$ cat src/design/nrsm_pkg.sv
// Package for the NFA stream matcher: entry layout, codes and sequencer states.
`default_nettype none
package nrsm_pkg;

    // Input item modes
    localparam logic [1:0] MODE_WRITE  = 2'd0;
    localparam logic [1:0] MODE_START  = 2'd1;
    localparam logic [1:0] MODE_SYMBOL = 2'd2;

    // Table entry kinds
    localparam logic [1:0] KIND_LITERAL = 2'd0;
    localparam logic [1:0] KIND_SPLIT   = 2'd1;
    localparam logic [1:0] KIND_MATCH   = 2'd2;

    // Successor field width and the first code that means no successor
    localparam int unsigned SUCC_W    = 7;
    localparam int unsigned SUCC_NONE = 64;

    // Entry layout {kind, symbol, next_a, next_b}
    localparam int unsigned ENTRY_W = 24;

    typedef logic [ENTRY_W-1:0] entry_t;

    typedef enum logic [2:0] {
        ST_IDLE,
        ST_STEP,
        ST_CLOSE,
        ST_SCORE,
        ST_DONE
    } state_t;

endpackage
`default_nettype wire

$ cat src/design/nfa_regex_stream_matcher_unit.sv
// Top level of the NFA stream matcher: table memory, active set and scan sequencer.
//
//  channel | signals                                              | direction
//  --------+------------------------------------------------------+----------
//  cfg     | cfg_valid, cfg_ready, cfg_data (start state)         | in
//  in      | in_valid, in_ready, mode, entry_index, entry_kind,   | in
//          | entry_symbol, next_a, next_b, symbol                 |
//  out     | out_valid, out_ready, matched, set_empty             | out
//
// One table read port scans the entries, one entry a cycle. A write or no-op beat runs a
// score scan; a start beat runs closure passes until no state is pending, then a score scan;
// a symbol beat runs a step scan before those. Extra closure passes come from split chains
// that lead back to a lower table index.
// Reset clears the active set and start state; the table is undefined until written.
// in_ready is low from acceptance until the result beat is taken; a stalled result holds.
`default_nettype none
module nfa_regex_stream_matcher_unit
    import nrsm_pkg::*;
#(
    parameter int unsigned NUM_STATES = 64
) (
    input  wire logic             clk,
    input  wire logic             rst_n,
    input  wire logic             cfg_valid,
    output logic                  cfg_ready,
    input  wire logic [5:0]       cfg_data,
    input  wire logic             in_valid,
    output logic                  in_ready,
    input  wire logic [1:0]       mode,
    input  wire logic [5:0]       entry_index,
    input  wire logic [1:0]       entry_kind,
    input  wire logic [7:0]       entry_symbol,
    input  wire logic [6:0]       next_a,
    input  wire logic [6:0]       next_b,
    input  wire logic [7:0]       symbol,
    output logic                  out_valid,
    input  wire logic             out_ready,
    output logic                  matched,
    output logic                  set_empty
);

    localparam int unsigned IDX_W = (NUM_STATES > 1) ? $clog2(NUM_STATES) : 1;
    localparam int unsigned CNT_W = IDX_W + 1;
    localparam logic [CNT_W-1:0] SCAN_END = CNT_W'(NUM_STATES);

    // Map a successor code to a table index
    function automatic logic [IDX_W-1:0] succ_idx(input logic [SUCC_W-1:0] s);
        logic [IDX_W+SUCC_W-1:0] w;
        w = {{IDX_W{1'b0}}, s};
        return w[IDX_W-1:0];
    endfunction

    // A successor code names a real state
    function automatic logic succ_ok(input logic [SUCC_W-1:0] s);
        return (32'(s) < SUCC_NONE) && (32'(s) < NUM_STATES);
    endfunction

    entry_t                  mem [NUM_STATES];

    state_t                  state_reg, state_next;
    logic [5:0]              start_state_reg;
    logic [CNT_W-1:0]        addr_reg, addr_next;
    logic                    ev_vld_reg, ev_vld_next;
    logic [IDX_W-1:0]        ev_idx_reg, ev_idx_next;
    entry_t                  rd_data_reg;
    logic [NUM_STATES-1:0]   cur_reg, cur_next;
    logic [NUM_STATES-1:0]   nxt_reg, nxt_next;
    logic [NUM_STATES-1:0]   pend_reg, pend_next;
    logic [7:0]              sym_reg, sym_next;
    logic                    hit_reg, hit_next;
    logic                    any_reg, any_next;
    logic                    matched_reg, matched_next;
    logic                    set_empty_reg, set_empty_next;

    logic                    in_accept;
    logic                    scanning;
    logic                    issue;
    logic                    scan_done;
    logic                    pend_any;
    logic                    wr_en;
    logic [1:0]              ev_kind;
    logic [7:0]              ev_sym;
    logic [SUCC_W-1:0]       ev_na;
    logic [SUCC_W-1:0]       ev_nb;
    logic [IDX_W-1:0]        na_idx;
    logic [IDX_W-1:0]        nb_idx;
    logic [IDX_W-1:0]        start_idx;

    // Decode handshakes and scan control
    assign in_accept = in_valid && in_ready;
    assign scanning  = (state_reg == ST_STEP) || (state_reg == ST_CLOSE)
                       || (state_reg == ST_SCORE);
    assign issue     = scanning && (addr_reg < SCAN_END);
    assign scan_done = (addr_reg == SCAN_END) && !ev_vld_reg;
    assign pend_any  = |pend_reg;
    assign wr_en     = in_accept && (mode == MODE_WRITE)
                       && (32'(entry_index) < NUM_STATES);

    assign ev_kind   = rd_data_reg[23:22];
    assign ev_sym    = rd_data_reg[21:14];
    assign ev_na     = rd_data_reg[13:7];
    assign ev_nb     = rd_data_reg[6:0];
    assign na_idx    = succ_idx(ev_na);
    assign nb_idx    = succ_idx(ev_nb);
    assign start_idx = succ_idx({1'b0, start_state_reg});

    // Table memory: one write port, one registered read port
    always_ff @(posedge clk)
    begin
        if (wr_en)
        begin
            mem[succ_idx({1'b0, entry_index})] <= {entry_kind, entry_symbol, next_a, next_b};
        end
        if (issue)
        begin
            rd_data_reg <= mem[addr_reg[IDX_W-1:0]];
        end
    end

    // Next state of the sequencer
    always_comb
    begin
        state_next = state_reg;
        case (state_reg)
            ST_IDLE:
            begin
                if (in_accept)
                begin
                    case (mode)
                        MODE_START:  state_next = ST_CLOSE;
                        MODE_SYMBOL: state_next = ST_STEP;
                        default:     state_next = ST_SCORE;
                    endcase
                end
            end
            ST_STEP:
            begin
                if (scan_done)
                begin
                    state_next = ST_CLOSE;
                end
            end
            ST_CLOSE:
            begin
                if (scan_done && !pend_any)
                begin
                    state_next = ST_SCORE;
                end
            end
            ST_SCORE:
            begin
                if (scan_done)
                begin
                    state_next = ST_DONE;
                end
            end
            ST_DONE:
            begin
                if (out_ready)
                begin
                    state_next = ST_IDLE;
                end
            end
            default: state_next = ST_IDLE;
        endcase
    end

    // Handshake outputs
    always_comb
    begin
        in_ready  = (state_reg == ST_IDLE);
        out_valid = (state_reg == ST_DONE);
        cfg_ready = 1'b1;
        matched   = matched_reg;
        set_empty = set_empty_reg;
    end

    // Datapath: seed, advance and close the active set, then score it
    always_comb
    begin
        addr_next      = addr_reg;
        ev_vld_next    = issue;
        ev_idx_next    = addr_reg[IDX_W-1:0];
        cur_next       = cur_reg;
        nxt_next       = nxt_reg;
        pend_next      = pend_reg;
        sym_next       = sym_reg;
        hit_next       = hit_reg;
        any_next       = any_reg;
        matched_next   = matched_reg;
        set_empty_next = set_empty_reg;

        if (issue)
        begin
            addr_next = addr_reg + CNT_W'(1);
        end

        // Seed a new item
        if (in_accept)
        begin
            addr_next = '0;
            hit_next  = 1'b0;
            any_next  = 1'b0;
            sym_next  = symbol;
            nxt_next  = '0;
            pend_next = '0;
            if ((mode == MODE_START) && (32'(start_state_reg) < NUM_STATES))
            begin
                nxt_next[start_idx]  = 1'b1;
                pend_next[start_idx] = 1'b1;
            end
        end

        // Evaluate the entry read last cycle
        if (ev_vld_reg)
        begin
            case (state_reg)
                ST_STEP:
                begin
                    if (cur_reg[ev_idx_reg] && (ev_kind == KIND_LITERAL)
                        && (ev_sym == sym_reg) && succ_ok(ev_na) && !nxt_next[na_idx])
                    begin
                        nxt_next[na_idx]  = 1'b1;
                        pend_next[na_idx] = 1'b1;
                    end
                end
                ST_CLOSE:
                begin
                    if (pend_reg[ev_idx_reg])
                    begin
                        pend_next[ev_idx_reg] = 1'b0;
                        if (ev_kind == KIND_SPLIT)
                        begin
                            if (succ_ok(ev_na) && !nxt_next[na_idx])
                            begin
                                nxt_next[na_idx]  = 1'b1;
                                pend_next[na_idx] = 1'b1;
                            end
                            if (succ_ok(ev_nb) && !nxt_next[nb_idx])
                            begin
                                nxt_next[nb_idx]  = 1'b1;
                                pend_next[nb_idx] = 1'b1;
                            end
                        end
                    end
                end
                ST_SCORE:
                begin
                    if (cur_reg[ev_idx_reg])
                    begin
                        any_next = 1'b1;
                        if (ev_kind == KIND_MATCH)
                        begin
                            hit_next = 1'b1;
                        end
                    end
                end
                default:
                begin
                end
            endcase
        end

        // Close a scan
        if (scan_done)
        begin
            addr_next = '0;
            if ((state_reg == ST_CLOSE) && !pend_any)
            begin
                cur_next = nxt_reg;
            end
            if (state_reg == ST_SCORE)
            begin
                matched_next   = hit_reg;
                set_empty_next = !any_reg;
            end
        end
    end

    // Control registers
    always_ff @(posedge clk or negedge rst_n)
    begin
        if (!rst_n)
        begin
            state_reg       <= ST_IDLE;
            start_state_reg <= '0;
            addr_reg        <= '0;
            ev_vld_reg      <= 1'b0;
            cur_reg         <= '0;
            nxt_reg         <= '0;
            pend_reg        <= '0;
        end
        else
        begin
            state_reg  <= state_next;
            addr_reg   <= addr_next;
            ev_vld_reg <= ev_vld_next;
            cur_reg    <= cur_next;
            nxt_reg    <= nxt_next;
            pend_reg   <= pend_next;
            if (cfg_valid && cfg_ready)
            begin
                start_state_reg <= cfg_data;
            end
        end
    end

    // Payload registers
    always_ff @(posedge clk)
    begin
        ev_idx_reg    <= ev_idx_next;
        sym_reg       <= sym_next;
        hit_reg       <= hit_next;
        any_reg       <= any_next;
        matched_reg   <= matched_next;
        set_empty_reg <= set_empty_next;
    end

endmodule
`default_nettype wire

$ cat config.mk
export PLATFORM = sky130hd
export DESIGN_NAME = nfa_regex_stream_matcher_unit
export DESIGN_NICKNAME = d
export VERILOG_FILES = /design/src/design/nrsm_pkg.sv /design/src/design/nfa_regex_stream_matcher_unit.sv
export SDC_FILE = /design/constraint.sdc
export NUM_CORES = 2
export LEC_CHECK = 0
export ABC_AREA = 0
export ABC_CLOCK_PERIOD_IN_PS = 9800
export BUFFER_PORTS_ARGS = -buffer_cell sky130_fd_sc_hd__buf_2
export CORE_MARGIN = 3
export CORE_UTILIZATION = 43
export CTS_BUF_LIST = sky130_fd_sc_hd__clkbuf_2 sky130_fd_sc_hd__clkbuf_4 sky130_fd_sc_hd__clkbuf_8
export CTS_CLUSTER_DIAMETER = 40
export DETAILED_ROUTE_END_ITERATION = 12
export GPL_TIMING_DRIVEN = 0
export PLACE_DENSITY_LB_ADDON = 0.2
export RECOVER_POWER = 25
export SYNTH_ARGS = -nofsm -noshare
export SYNTH_HDL_FRONTEND = slang
export SYNTH_SLANG_ARGS = --single-unit
$ cat constraint.sdc
create_clock -name clk -period 9.8 [get_ports clk]
set_input_delay 0.98 -clock clk [delete_from_list [all_inputs] [get_ports clk]]
set_output_delay 0.98 -clock clk [all_outputs]
set_load 0.01 [all_outputs]
==> results.json <==
{
  "status": "complete, but fails checks",
  "violations": "max-capacitance violations, max-slew violations",
  "critPathSlowestCell": "clkbuf_1",
  "synth_top_family_by_area": "multiplexers",
  "fp.dieH_um": 424.2,
  "synth-seq-cells": 1787,
  "num_rows": 152,
  "p_leak_nw": 28.14,
  "cts_buffers": 341,
  "synth-seq-area-share": 0.6986,
  "core_mm2": 0.1727,
  "drtAntennaViolNets": 0,
  "timing.rr.end": "mem[62][12]",
  "grt_start_max_net_pins": 93,
  "cts_tree": "yes",
  "place_ws_ns": 2.056,
  "first_iter_violations": 6242,
  "layout-drive-gt1-share": 0.2837,
  "final_nets": 4715,
  "first_global_vias": 46160,
  "synth_edf_count": 1570,
  "setup_ws_ns": 2.388,
  "synth_mux_area_frac": 0.1674,
  "crit_required_ns": 9.79,
  "finalClockSkew_ns": 0.08562,
  "rsz0062_at_grt": "no",
  "relSlewSlack": -2.020,
  "rr_worst_depth": 14,
  "finalCritPeriodShare": 0.7563,
  "synth_cells": 4198,
  "synth_nets": 4251,
  "reg2reg_slack_ns": 2.74,
  "synth-compound-area-share": 0.05740,
  "crit_path_end_kind": "asynchronous set/reset pin",
  "die-area_mm2": 0.1800,
  "io_pins": 56,
  "htreeDepth": 5,
  "async_flop_share": 0.1170,
  "grt-ovfl-total": 0,
  "critPathKind": "primary input to asynchronous set/reset pin",
  "clk_pin_slew_ns": 0.05,
  "finalHoldViolCount": 0,
  "fmax_ghz": 0.1349,
  "drv_cap": 19,
  "synth_flop_cell": "edfxtp_1",
  "drc": 0,
  "area_delta_synth_final_pct": 15.88,
  "wire_per_inst_um": 39.49,
  "hold_path_startpoint": "symbol[7]",
  "finalCriticalPeriod_ns": 7.412,
  "critPathLaunch": "rst_n",
  "yosys.area_share.simple": 0.05600,
  "tightest_slew_ns": 4.530,
  "cts_sinks": 1787,
  "dp_hpwl_mm": 203.2,
  "die_x_um": 424.2,
  "ctsLongestPathBuffers": 4,
  "drt_wl_total_mm": 285.4,
  "cpPeakStageDelay_ns": 3.31,
  "setup_viol": 0,
  "regMostFlops": "mem",
  "setup_tns_ns": 0,
  "holdPathEnd": "sym_reg[7]",
  "cp_data_arrival_time_ns": 7.40,
  "port_buffers": 50,
  "syn-mean-instance-area_um2": 17.91,
  "vias": 46180,
  "power_density_mw_per_mm2": 284.7,
  "cts_setup_buffers": 0,
  "first_pass_iters": 7,
  "grt_pass1_wl_mm": 389.4,
  "antenna_found_initial": 28,
  "path_max_fanout": 65,
  "start_util": 0.4355,
  "cp-start-kind": "primary input",
  "worstPathCellList": "dlygate4sd3_1 -> clkbuf_1 -> clkbuf_1",
  "grt_use_total": 0.3171,
  "ys_types": 93,
  "holdCritPathClass": "primary input to flip-flop",
  "largest_reg_flops": 1536,
  "vias_per_cell": 6.388,
  "worst_r2r_startpoint": "state_reg[0]",
  "slew_violations": 1024,
  "root_buffer": "clkbuf_8",
  "synth_warnings": 0,
  "cp_common_cell": "clkbuf_1",
  "hold_depth": 1,
  "gp_congestion": 1.028,
  "synth_adder_area_share": 0.0003327,
  "synth-xor-area-share": 0.002329,
  "ir_worst_vdd_mv": 0.2158,
  "syn_area_mm2": 0.07520,
  "clock_latency_ns": 1.04
}
==> worst max-delay path by stage <==
stage                     slack, ns            to
after detailed placement       2.06   mem[62][14]
after global placement         0.99   mem[10][18]
after CTS                      2.64   mem[62][12]
after global routing           1.75  pend_reg[51]
after floorplan                4.81    mem[30][0]
final                          2.39  pend_reg[55]
==> critical path, delay by kind of cell <==
| family | cells | cell delay, ns |
|---|---|---|
| buffers and inverters | 3 | 6.28 |
==> timing repair <==
action,in CTS,in global routing
hold buffers,1,0
endpoints found under the hold margin,52,0
resized for setup,0,0
==> layout by cell type, fill, tap and decap left out, types with 20 or more instances in the layout <==
| master | synthesis | final |
|---|---|---|
| nor3_1 | 42 | 34 |
| diode_2 | 0 | 20 |
| mux4_2 | 507 | 507 |
| nor2_1 | 196 | 131 |
| o21ai_0 | 93 | 93 |
| clkinv_2 | 0 | 33 |
| clkbuf_1 | 184 | 199 |
| buf_16 | 0 | 28 |
| buf_1 | 53 | 50 |
| buf_12 | 0 | 22 |
| mux2i_1 | 28 | 28 |
| nand2_1 | 248 | 248 |
| buf_2 | 22 | 59 |
| clkbuf_4 | 0 | 92 |
| clkinv_1 | 3 | 61 |
| and2_1 | 26 | 26 |
| a211oi_1 | 32 | 32 |
| a22o_1 | 24 | 24 |
| bufinv_16 | 0 | 20 |
| o22ai_1 | 43 | 43 |
| clkbuf_8 | 0 | 359 |
| mux2_2 | 79 | 79 |
| nor2b_1 | 40 | 40 |
| a31oi_1 | 61 | 60 |
| edfxtp_1 | 1570 | 1570 |
| nor2_4 | 1 | 65 |
| a21oi_1 | 115 | 115 |
| a32oi_1 | 22 | 22 |
| nor4_1 | 38 | 37 |
| a22oi_1 | 65 | 65 |
| nand4_1 | 40 | 40 |
| nand3_1 | 71 | 71 |
| buf_6 | 19 | 30 |
| dfrtp_1 | 209 | 209 |
==> per-stage QoR <==
stage / std cells / util / total power, W / area, µm² / hold WS, ns
floorplan: 4198 / - / 0.01347 / 75200 / 0.3454
global placement: 6558 / 0.4537 / 0.01738 / 78350 / 0.3549
detailed placement: 6626 / 0.4654 / 0.01743 / 80360 / 0.3509
CTS: 7207 / 0.5046 / 0.02481 / 87130 / 0.05363
global route: 7215 / 0.5045 / 0.02548 / 87110 / 0.07622
finish: 7229 / 0.5047 / 0.02481 / 87150 / 0.1448
==> per-layer routing <==
metal | global-route usage | routed length, µm | vias up
met2 | 0.4905 | 132100 | 2717
met4 | 0.1659 | 17670 | 8
met3 | 0.07324 | 25550 | 776
met1 | 0.4210 | 110100 | 24340
li1 | - | - | 18330
met5 | 0 | 57 | -
==> cell type report <==
type / instances / area [µm²]
flip-flops and latches: 1787 / 52540
repair buffers: 121 / 1655
clock inverters: 129 / 1125
fillers: 14410 / 85540
inverters: 20 / 75.07
plain buffers: 286 / 1281
multi-input cells: 2105 / 21900
diodes: 20 / 50.05
well taps: 2310 / 2890
clock buffers: 451 / 5632
==> synthesized netlist by cell type (all sizes together), types with 22 or more instances <==
| library cell | number | area, µm² |
|---|---|---|
| a211oi | 33 | 252.7 |
| a21oi | 115 | 575.6 |
| a22o | 24 | 210.2 |
| a22oi | 66 | 500.5 |
| a31oi | 62 | 394.1 |
| a32oi | 22 | 192.7 |
| and2 | 26 | 162.7 |
| buf | 102 | 583.1 |
| clkbuf | 184 | 690.7 |
| dfrtp | 209 | 5230 |
| edfxtp | 1570 | 47150 |
| mux2 | 79 | 889.6 |
| mux2i | 28 | 280.3 |
| mux4 | 507 | 11420 |
| nand2 | 249 | 937.2 |
| nand3 | 72 | 365.3 |
| nand4 | 41 | 262.8 |
| nor2 | 197 | 747.0 |
| nor2b | 40 | 250.2 |
| nor3 | 50 | 340.3 |
| nor4 | 39 | 250.2 |
| o21ai | 111 | 559.3 |
| o22ai | 43 | 269.0 |
==> where the power goes <==
part	internal (W)	leakage, nW	switching, W
sequential	0.00853	17.1	0.000272
combinational	0.00292	7.53	0.00568
clock	0.00425	3.52	0.00317
==> cells by family (layout without fill, tap and decap cells) <==
logic type                 Yosys count  count (layout)
xor gates and xnor gates            20              20
and+or+nand+nor                    834             834
AOI/OAI and AO/OA                  634             634
other                                1              21
DFF                               1787            1787
buffers and inverters              306            1007
muxes                              614             614
adders and majority gates            2               2
No activity file was read; power rests on OpenSTA's default activity.
